## src/mcfp_pkg.sv

```systemverilog
`timescale 1ns / 1ps
// ---------------------------------------------------------------------------
// mcfp_pkg
// Types and constants shared by the motor command frame parser files.
// ---------------------------------------------------------------------------
package mcfp_pkg;

	localparam int NUM_MOTORS  = 3;
	localparam int MOTOR_SLOTS = 3;
	localparam int LIVE_MOTORS = (NUM_MOTORS < MOTOR_SLOTS) ? NUM_MOTORS : MOTOR_SLOTS;
	localparam logic [1:0] LIVE_CNT = 2'(LIVE_MOTORS);

	localparam logic [7:0] CH_LT = 8'h3C; // '<'
	localparam logic [7:0] CH_GT = 8'h3E; // '>'
	localparam logic [7:0] CH_A  = 8'h41;
	localparam logic [7:0] CH_B  = 8'h42;
	localparam logic [7:0] CH_C  = 8'h43;
	localparam logic [7:0] CH_E  = 8'h45;
	localparam logic [7:0] CH_F  = 8'h46;
	localparam logic [7:0] CH_M  = 8'h4D;

	typedef enum logic [2:0] {
		PH_START,
		PH_SECOND,
		PH_CMD,
		PH_DATA,
		PH_END
	} phase_t;

	typedef enum logic [1:0] {
		CMD_NONE,
		CMD_ON,
		CMD_OFF,
		CMD_STATUS
	} cmd_t;

	typedef enum logic [1:0] {
		CODE_NONE,
		CODE_ON,
		CODE_OFF
	} code_t;

	typedef struct packed {
		logic       frame_done;
		logic [2:0] motor_states;
		logic [2:0] changed_mask;
	} result_t;

endpackage

```

## src/mcfp_in_if.sv

```systemverilog
`timescale 1ns / 1ps
// ---------------------------------------------------------------------------
// mcfp_in_if
// Byte channel into the parser: valid/ready handshake with one rx byte.
// ---------------------------------------------------------------------------
interface mcfp_in_if;
	logic       valid;
	logic       ready;
	logic [7:0] rx_byte;

	modport source (output valid, output rx_byte, input ready);
	modport sink (input valid, input rx_byte, output ready);
endinterface

```

## src/mcfp_out_if.sv

```systemverilog
`timescale 1ns / 1ps
// ---------------------------------------------------------------------------
// mcfp_out_if
// Result channel out of the parser: frame done flag, motor states, change mask.
// ---------------------------------------------------------------------------
interface mcfp_out_if;
	logic       valid;
	logic       ready;
	logic       frame_done;
	logic [2:0] motor_states;
	logic [2:0] changed_mask;

	modport source (output valid, output frame_done, output motor_states,
		output changed_mask, input ready);
	modport sink (input valid, input frame_done, input motor_states,
		input changed_mask, output ready);
endinterface

```

## src/mcfp_core.sv

```systemverilog
`timescale 1ns / 1ps
// ---------------------------------------------------------------------------
// mcfp_core
// Parser state and its update for one received byte, applied when step is high.
// ---------------------------------------------------------------------------
module mcfp_core
	import mcfp_pkg::*;
(
	input  logic       clk,
	input  logic       arst_n,
	input  logic       step,
	input  logic [7:0] rx_byte,
	output result_t    res
);

	phase_t     phase_q, phase_n;
	cmd_t       cmd_q, cmd_n;
	logic [1:0] choice_q, choice_n;
	logic [1:0] entry_q, entry_n;
	code_t      pend_q [MOTOR_SLOTS];
	code_t      pend_n [MOTOR_SLOTS];
	logic [2:0] status_q, status_n;

	logic [2:0] fin_status;
	logic [2:0] fin_mask;
	logic       done;
	code_t      letter_code;

	// status and flags as they would be if the frame ended now
	always_comb begin
		fin_status = status_q;
		fin_mask   = '0;
		unique case (cmd_q)
			CMD_ON, CMD_OFF: begin
				if (choice_q < LIVE_CNT) begin
					fin_status[choice_q] = (cmd_q == CMD_OFF);
					fin_mask[choice_q]   = 1'b1;
				end
			end
			CMD_STATUS: begin
				for (int i = 0; i < MOTOR_SLOTS; i++) begin
					if (2'(i) < entry_q && 2'(i) < LIVE_CNT &&
						(pend_q[i] == CODE_ON || pend_q[i] == CODE_OFF)) begin
						if (status_q[i] != (pend_q[i] == CODE_OFF))
							fin_mask[i] = 1'b1;
						fin_status[i] = (pend_q[i] == CODE_OFF);
					end
				end
			end
			default: begin
			end
		endcase
	end

	always_comb begin
		letter_code = (rx_byte == CH_A) ? CODE_ON : (rx_byte == CH_M) ? CODE_OFF : CODE_NONE;
	end

	always_comb begin
		phase_n  = phase_q;
		cmd_n    = cmd_q;
		choice_n = choice_q;
		entry_n  = entry_q;
		pend_n   = pend_q;
		status_n = status_q;
		done     = 1'b0;
		unique case (phase_q)
			PH_START: begin
				cmd_n   = CMD_NONE;
				entry_n = '0;
				phase_n = (rx_byte == CH_LT) ? PH_SECOND : PH_START;
			end
			PH_SECOND: begin
				phase_n = (rx_byte == CH_M) ? PH_CMD : PH_START;
			end
			PH_CMD: begin
				priority if (rx_byte == CH_A) begin
					cmd_n   = CMD_ON;
					phase_n = PH_DATA;
				end else if (rx_byte == CH_M) begin
					cmd_n   = CMD_OFF;
					phase_n = PH_DATA;
				end else if (rx_byte == CH_E) begin
					cmd_n   = CMD_STATUS;
					phase_n = PH_DATA;
				end else begin
					phase_n = PH_START;
				end
			end
			PH_DATA: begin
				if (cmd_q == CMD_STATUS) begin
					if (rx_byte == CH_GT) begin
						done     = 1'b1;
						status_n = fin_status;
						phase_n  = PH_START;
					end else if (entry_q < LIVE_CNT) begin
						for (int i = 0; i < MOTOR_SLOTS; i++) begin
							if (2'(i) == entry_q)
								pend_n[i] = letter_code;
						end
						entry_n = entry_q + 2'd1;
					end
				end else if (rx_byte == CH_A || rx_byte == CH_B || rx_byte == CH_C) begin
					choice_n = 2'(rx_byte - CH_A);
					phase_n  = PH_END;
				end else begin
					phase_n = PH_START;
				end
			end
			PH_END: begin
				if (rx_byte == CH_GT || rx_byte == CH_F) begin
					done     = 1'b1;
					status_n = fin_status;
				end
				phase_n = PH_START;
			end
			default: begin
				phase_n = PH_START;
			end
		endcase
		res.frame_done   = done;
		res.motor_states = status_n;
		res.changed_mask = done ? fin_mask : 3'b000;
	end

	always_ff @(posedge clk or negedge arst_n) begin
		if (!arst_n) begin
			phase_q  <= PH_START;
			cmd_q    <= CMD_NONE;
			choice_q <= '0;
			entry_q  <= '0;
			status_q <= '0;
			for (int i = 0; i < MOTOR_SLOTS; i++)
				pend_q[i] <= CODE_NONE;
		end else if (step) begin
			phase_q  <= phase_n;
			cmd_q    <= cmd_n;
			choice_q <= choice_n;
			entry_q  <= entry_n;
			status_q <= status_n;
			pend_q   <= pend_n;
		end
	end

endmodule

```

## src/motor_command_frame_parser_top.sv

```systemverilog
`timescale 1ns / 1ps
// ---------------------------------------------------------------------------
// motor_command_frame_parser_top
// Parses '<' 'M' cmd data frames from a byte stream and reports motor status.
// ---------------------------------------------------------------------------
//  channel  dir  beat payload
//  rx       in   rx_byte[7:0]
//  tx       out  frame_done, motor_states[2:0], changed_mask[2:0]
//
//  one result beat per byte beat; a byte can be taken every cycle while tx is not stalled
//  a byte passes through the input register, then the parser update into the result register
//  the parser state advances only when the input register moves into the result register
//  a stalled tx holds its beat; rx keeps taking bytes until the input register is full
//  reset puts the parser in start wait with all motors on
// ---------------------------------------------------------------------------
module motor_command_frame_parser_top
	import mcfp_pkg::*;
(
	input logic         clk,
	input logic         arst_n,
	mcfp_in_if.sink     rx,
	mcfp_out_if.source  tx
);

	logic       v_s1;
	logic [7:0] byte_s1;
	logic       tx_valid_q;
	result_t    res_q;
	result_t    res;
	logic       advance;

	assign advance  = v_s1 && (!tx_valid_q || tx.ready);
	assign rx.ready = !v_s1 || advance;

	mcfp_core u_core (
		.clk     (clk),
		.arst_n  (arst_n),
		.step    (advance),
		.rx_byte (byte_s1),
		.res     (res)
	);

	always_ff @(posedge clk or negedge arst_n) begin
		if (!arst_n) begin
			v_s1       <= 1'b0;
			tx_valid_q <= 1'b0;
		end else begin
			if (rx.valid && rx.ready)
				v_s1 <= 1'b1;
			else if (advance)
				v_s1 <= 1'b0;
			if (advance)
				tx_valid_q <= 1'b1;
			else if (tx.ready)
				tx_valid_q <= 1'b0;
		end
	end

	always_ff @(posedge clk) begin
		if (rx.valid && rx.ready)
			byte_s1 <= rx.rx_byte;
		if (advance)
			res_q <= res;
	end

	assign tx.valid        = tx_valid_q;
	assign tx.frame_done   = res_q.frame_done;
	assign tx.motor_states = res_q.motor_states;
	assign tx.changed_mask = res_q.changed_mask;

endmodule
```

## src/flat_wrapper.sv

```systemverilog
// flat-port wrapper written by rule: the top's interface ports become plain ports
module motor_command_frame_parser_top_flat import mcfp_pkg::*;
  (clk, arst_n, rx_valid, rx_rx_byte, rx_ready, tx_valid, tx_frame_done, tx_motor_states, tx_changed_mask, tx_ready);
  mcfp_in_if rx_i ();
  mcfp_out_if tx_i ();
  input logic clk;
  input logic arst_n;
  input wire logic [$bits(rx_i.valid)-1:0] rx_valid;
  input wire logic [$bits(rx_i.rx_byte)-1:0] rx_rx_byte;
  output wire logic [$bits(rx_i.ready)-1:0] rx_ready;
  output wire logic [$bits(tx_i.valid)-1:0] tx_valid;
  output wire logic [$bits(tx_i.frame_done)-1:0] tx_frame_done;
  output wire logic [$bits(tx_i.motor_states)-1:0] tx_motor_states;
  output wire logic [$bits(tx_i.changed_mask)-1:0] tx_changed_mask;
  input wire logic [$bits(tx_i.ready)-1:0] tx_ready;
  assign rx_i.valid = rx_valid;
  assign rx_i.rx_byte = rx_rx_byte;
  assign rx_ready = rx_i.ready;
  assign tx_valid = tx_i.valid;
  assign tx_frame_done = tx_i.frame_done;
  assign tx_motor_states = tx_i.motor_states;
  assign tx_changed_mask = tx_i.changed_mask;
  assign tx_i.ready = tx_ready;
  motor_command_frame_parser_top u_core (.clk(clk), .arst_n(arst_n), .rx(rx_i), .tx(tx_i));
endmodule
```

## config.mk

```make
export PLATFORM = sky130hd
export DESIGN_NAME = motor_command_frame_parser_top_flat
export DESIGN_NICKNAME = d
export VERILOG_FILES = /design/src/mcfp_pkg.sv /design/src/mcfp_in_if.sv /design/src/mcfp_out_if.sv /design/src/mcfp_core.sv /design/src/motor_command_frame_parser_top.sv /design/src/flat_wrapper.sv
export SDC_FILE = /design/constraint.sdc
export NUM_CORES = 1
export LEC_CHECK = 0
export ABC_AREA = 1
export CORE_ASPECT_RATIO = 0.7
export CORE_MARGIN = 5
export CORE_UTILIZATION = 40
export DETAILED_ROUTE_END_ITERATION = 8
export DONT_BUFFER_PORTS = 1
export PLACE_DENSITY = 0.59
export SLEW_MARGIN = 20
export SYNTH_ARGS = -nofsm -noshare
export SYNTH_HDL_FRONTEND = slang
export SYNTH_SLANG_ARGS = --single-unit
```

## constraint.sdc

```tcl
create_clock -name clk -period 1.75 [get_ports clk]
set_clock_uncertainty 0.1 [all_clocks]
set_input_delay 0.35 -clock clk [delete_from_list [all_inputs] [get_ports clk]]
set_output_delay 0.35 -clock clk [all_outputs]
set_load 0.02 [all_outputs]
```

# Word-level counts from Yosys, hierarchy flattened
# Cells that the tools add are included.
[op_classes]
n_reduce_logical = 30
eq_ne = 31
muxes = 47
addsub = 2
magnitude_cmp = 7
bitwise_logic = 2
[op_table]
columns = ["operator", "n"]
rows = [
  ["8-bit by 7-bit equality test with 1-bit output (second input constant)", 6],
  ["2-bit 2-to-1 mux", 12],
  ["3-bit 2-to-1 mux", 8],
  ["1-bit 2-to-1 mux", 18],
  ["3-bit one-hot mux with 2 select lines", 3],
  ["6-bit AND reduction", 3],
  ["8-bit by 6-bit equality test with 1-bit output (second input constant)", 2],
  ["3-bit one-hot mux with 4 select lines", 1],
  ["2-bit equality test (second input constant)", 5],
  ["2-bit by 1-bit equality test with 1-bit output (second input constant)", 4],
  ["1-bit logical OR", 8],
  ["2-bit one-hot mux with 2 select lines", 2],
  ["2-bit nonzero test", 4],
  ["3-bit by 2-bit equality test with 1-bit output (second input constant)", 2],
  ["1-bit logical AND", 6],
  ["2-bit != test (second input constant)", 3],
  ["5-bit AND reduction", 1],
  ["1-bit by 2-bit less-than comparator with 1-bit output (first input constant)", 2],
  ["2-bit less-than comparator (second input constant)", 2],
  ["4-bit != test (second input constant)", 1],
  ["4-bit AND reduction", 1],
  ["3-bit bitwise mux", 1],
  ["3-bit by 1-bit equality test with 1-bit output (second input constant)", 1],
  ["3-bit equality test (second input constant)", 1],
  ["18 further kinds", 22],
]
[totals]
reg_bits = 35
word_cells = 133
input_bits = 12

# Depth between registers and ports, before layout
[depth]
depth_word = 10
ltp_mapped = 13
depth_no_buf = 13

# Hierarchy
# Synthesis repeated with hierarchy kept, for this count alone.
[unflattened]
cells_unflattened = 240
hier_area_um2 = 2008.2
[by_module_without_submodules]
columns = ["module", "seq_area_each_um2", "instances", "area_per_inst_um2", "cells_each"]
rows = [
  ["mcfp_core", 450.4, 1, 1462.7, 213],
  ["motor_command_frame_parser_top", 500.5, 1, 545.5, 27],
]

# Least setup slack after synthesis
# No wires, ideal clock.
[synth_path]
path_kind = "register to register"
from = "reg u_core.byte_s1[0]"
to = "reg u_core.res_q (netlist bit u_core.tx.motor_states[0]), data pin"
required_ps = 1396
path_buffers = 0
stages_incl_launch_ff = 12
t_arrival_ps = 1295
synth_period_minus_slack_ps = 1649
path_slack_ps = 101
setup_time_ps = 254
path_cell_list = "edfxtp_1 > inv_1 > ha_1 > nand3_1 > inv_1 > nand2_1 > nand2_1 > nand2_1 > nand2_4 > nand2_2 > nand2_2 > nand2_2"
[synth_lines]
columns = ["item", "line_no", "text"]
rows = [
  ["start: declaration", "motor_command_frame_parser_top.sv:26", "logic [7:0] byte_s1;"],
  ["start signal: assignment", "motor_command_frame_parser_top.sv:61", "byte_s1 <= rx.rx_byte;"],
  ["end signal: assignment", "motor_command_frame_parser_top.sv:63", "res_q <= res;"],
  ["end: declaration", "motor_command_frame_parser_top.sv:28", "result_t res_q;"],
]

==> flow_metrics.tcl <==
set metrics [dict create \
    yosysUniqueCellTypes 27 \
    tns_ns 0 \
    synth-seq-area-share_pct 46.2 \
    grt_util_all_layers_pct 14.5 \
    dp_hpwl_mm 3.28 \
    synthToLayoutAreaGrowth_pct 17.4 \
    cell_depth_of_the_worst_min_delay_path 0 \
    finalHoldViolCount 0 \
    end_kind "register" \
    layout-drive-gt1-share_pct 20.2 \
    layout.cells.most_common "sky130_fd_sc_hd__nand2_1" \
    postSynthNetCount 273 \
    htree_num_levels 2 \
    critical_path.cell_chain "inv_2, ha_4, inv_1, o21ai_1, o22ai_1, nand2_2, nand2_2, nand2_2" \
    max_stage_delay_cell_worst_path "sky130_fd_sc_hd__dfrtp_1" \
    clock_network_latency_to_the_later_pin_of_the_worst_skew_pair_ns 0.28 \
    maxCapViolations 0 \
    syn_inst 248 \
    hold_path_class "in -> reg" \
    drcViolationCount 0 \
    drtPass1Iterations 5 \
    rsz0062_at_grt "true" \
    globalRoute.totalOverflow 0 \
    critPathMaxStageDelay_ns 0.39 \
    final_cell_mix "sky130_fd_sc_hd__nand2_1, sky130_fd_sc_hd__inv_1, sky130_fd_sc_hd__dfrtp_1" \
    die_h_microns 70.0 \
    number_of_buffers_between_clock_root_and_the_deepest_sink 2 \
    setup_viol 0 \
    postRouteWirelength_mm 4.23 \
    required_ns 1.70 \
    critPathLaunchType "register" \
    max_clock_freq_mhz 610 \
    dr.first_iter.drc_count 101 \
    worst_supply_voltage_drop_on_vdd_v 0.000362 \
    wire_per_inst_microns 12.4 \
    cts-buffers-inserted 5 \
    slew_headroom_pct 67.5 \
    grt_pass1_wl_mm 7.45 \
    synth.yosys.warnings 0 \
    r2r.worst_path.cells 8 \
    ant_nets 0 \
    drv_slew 0 \
    outcome "completed" \
    final_period_minus_worst_setup_slack_ns 1.64 \
    final_net_count 296 \
    finish.utilization_pct 49.4 \
    tritoncts "built" \
    die-area_sq_um 6700 \
    design.core.area_sq_um 4890 \
    leakage_nw 1.12 \
    fp-row-count 21 \
    grt_start_max_net_pins 21 \
    critical_path_peak_fanout 4 \
    tritoncts_num_sinks 35 \
    syn-cell-area_sq_um 2060 \
    routed-via-count 1587 \
    grt_pass1_vias 1511 \
    worst_slew_pin_slew_ns 0.488 \
    critPathArrivalTime_ns 1.59 \
    detail_route.vias_per_cell 4.65 \
    initial_antenna_violation_count 0 \
    post_synth.cell_area_avg_sq_um 8.30 \
    clockRootBuffer "sky130_fd_sc_hd__clkbuf_8" \
    setup.worst_path.class "reg -> reg" \
    synth_seq_cells 35 \
    num-fill-cells 502 \
    place.port_buffers 0 \
    fin_crit_sh_pct 93.7 \
    floorplan.initialDensity_pct 42.1 \
    powerDensity_nw_per_um2 676 \
    gp_congestion 0.827 \
    hold_slack_ns 0.0588 \
    ioPinCount 21 \
    floorplan.die.width_microns 95.7 \
    clk_pin_slew_ns 0.07 \
    stdcell_count 341 \
    post-place-cells 329 \
    critPathMostFrequentCell "sky130_fd_sc_hd__nand2_2" \
    diodes 0 \
]
[cell type report]
| cell class | count | area, sq um | area share [%] |
|---|---|---|---|
| Tap cell | 69 | 86.3 | 3.57 |
| Clock buffer | 6 | 72.6 | 3.00 |
| Multi-Input combinational cell | 171 | 1020 | 42.2 |
| Sequential cell | 35 | 951 | 39.4 |
| Clock inverter | 2 | 8.76 | 0.363 |
| Inverter | 42 | 159 | 6.58 |
| Timing Repair Buffer | 16 | 120 | 4.97 |
[Yosys cell counts, drive strengths merged]
cell type	number	area, sq um
edfxtp	15	450
nand2	74	303
nor3	5	47.5
nand4	4	25.0
a21oi	3	26.3
nor2	25	104
ha	13	163
o22ai	1	6.26
xor2	3	26.3
o21ai	23	115
dfrtp	20	500
clkinv	3	12.5
inv	39	146
a31oi	2	12.5
o211ai	1	7.51
nand3	17	113
[critical path: cells and delay by family, from the launching register on]
family	cells	cell delay [ns]
AND/OR/NAND/NOR	3	0.19
adder cells (fa/ha/maj)	1	0.22
flip-flops	1	0.39
AO/OA/AOI/OAI	2	0.30
buffers and inverters	2	0.20
[stage by stage]
step / instance area [sq um] / worst slack, ns / power [mW]
floorplan: 2060 / 0.101 / 1.03
global placement: 2230 / 0.0581 / 1.07
detailed placement: 2230 / 0.0000943 / 1.07
CTS: 2330 / 0.0101 / 1.64
global route: 2420 / -0.0475 / 1.73
finish: 2420 / 0.111 / 1.63
[metal layers]
layer  global-route usage [%]  wire length [microns]  up-vias
met2                     18.1                   1550       24
met1                     23.0                   2460      721
met4                     4.73                     51        0
li1                         -                      -      836
met5                        0                      0        -
met3                     4.18                    173        6
[repair_timing]
item / 4_1_cts / 5_1_grt
hold buffers: 1 / 1
resized for setup: 2 / 19
setup buffers: 0 / 2
setup endpoints to repair: 1 / 15
hold endpoints to repair: 20 / 20
pin swaps: 0 / 12
[state kept, by name (all words and copies together) (netlist names)]
| name | flops |
|---|---|
| u_core.u_core.entry_q | 2 |
| u_core.u_core.choice_q | 2 |
| u_core.tx.valid | 1 |
| u_core.tx.frame_done | 1 |
| u_core.byte_s1 | 8 |
| u_core.u_core.phase_q | 3 |
| u_core.u_core.cmd_q | 2 |
| u_core.u_core.pend_q | 6 |
| u_core.v_s1 | 1 |
| u_core.tx.motor_states | 3 |
| u_core.tx.changed_mask | 3 |
| u_core.u_core.status_q | 3 |
[path summary, 6_finish.rpt]
kind	startpoint	endpoint	slack [ns]
worst max register to register	u_core.u_core.cmd_q[0]$_DFFE_PN0P_	u_core.tx.motor_states[0]$_DFFE_PP_	0.11
worst min-delay path	rx_rx_byte[2]	u_core.byte_s1[2]$_DFFE_PP_	0.06
worst max-delay path	u_core.u_core.cmd_q[0]$_DFFE_PN0P_	u_core.tx.motor_states[0]$_DFFE_PP_	0.11
min in group asynchronous	arst_n	u_core.u_core.status_q[1]$_DFFE_PN0P_	0.46
worst min register to register	u_core.u_core.pend_q[4]$_DFFE_PN0P_	u_core.u_core.pend_q[4]$_DFFE_PN0P_	0.39
max in group asynchronous	arst_n	u_core.u_core.choice_q[1]$_DFFE_PN0P_	0.75
[where the power goes]
part	internal, mW	leakage, nW	total (mW)	switching, mW
clock network	0.273	0.0426	0.558	0.284
registers	0.899	0.420	0.938	0.0394
logic	0.0420	0.659	0.137	0.0947
[cells by family (layout without fill, tap and decap cells)]
family | count (synthesis) | in the layout | synth area share (%)
and+or+nand+nor | 125 | 125 | 28.8
buffers and inverters | 42 | 66 | 7.72
DFF | 35 | 35 | 46.2
AOI/OAI and AO/OA | 30 | 30 | 8.15
adders and majority gates | 13 | 13 | 7.90
xor gates and xnor gates | 3 | 3 | 1.28
Note: power is estimated with default switching activity, not from simulation.
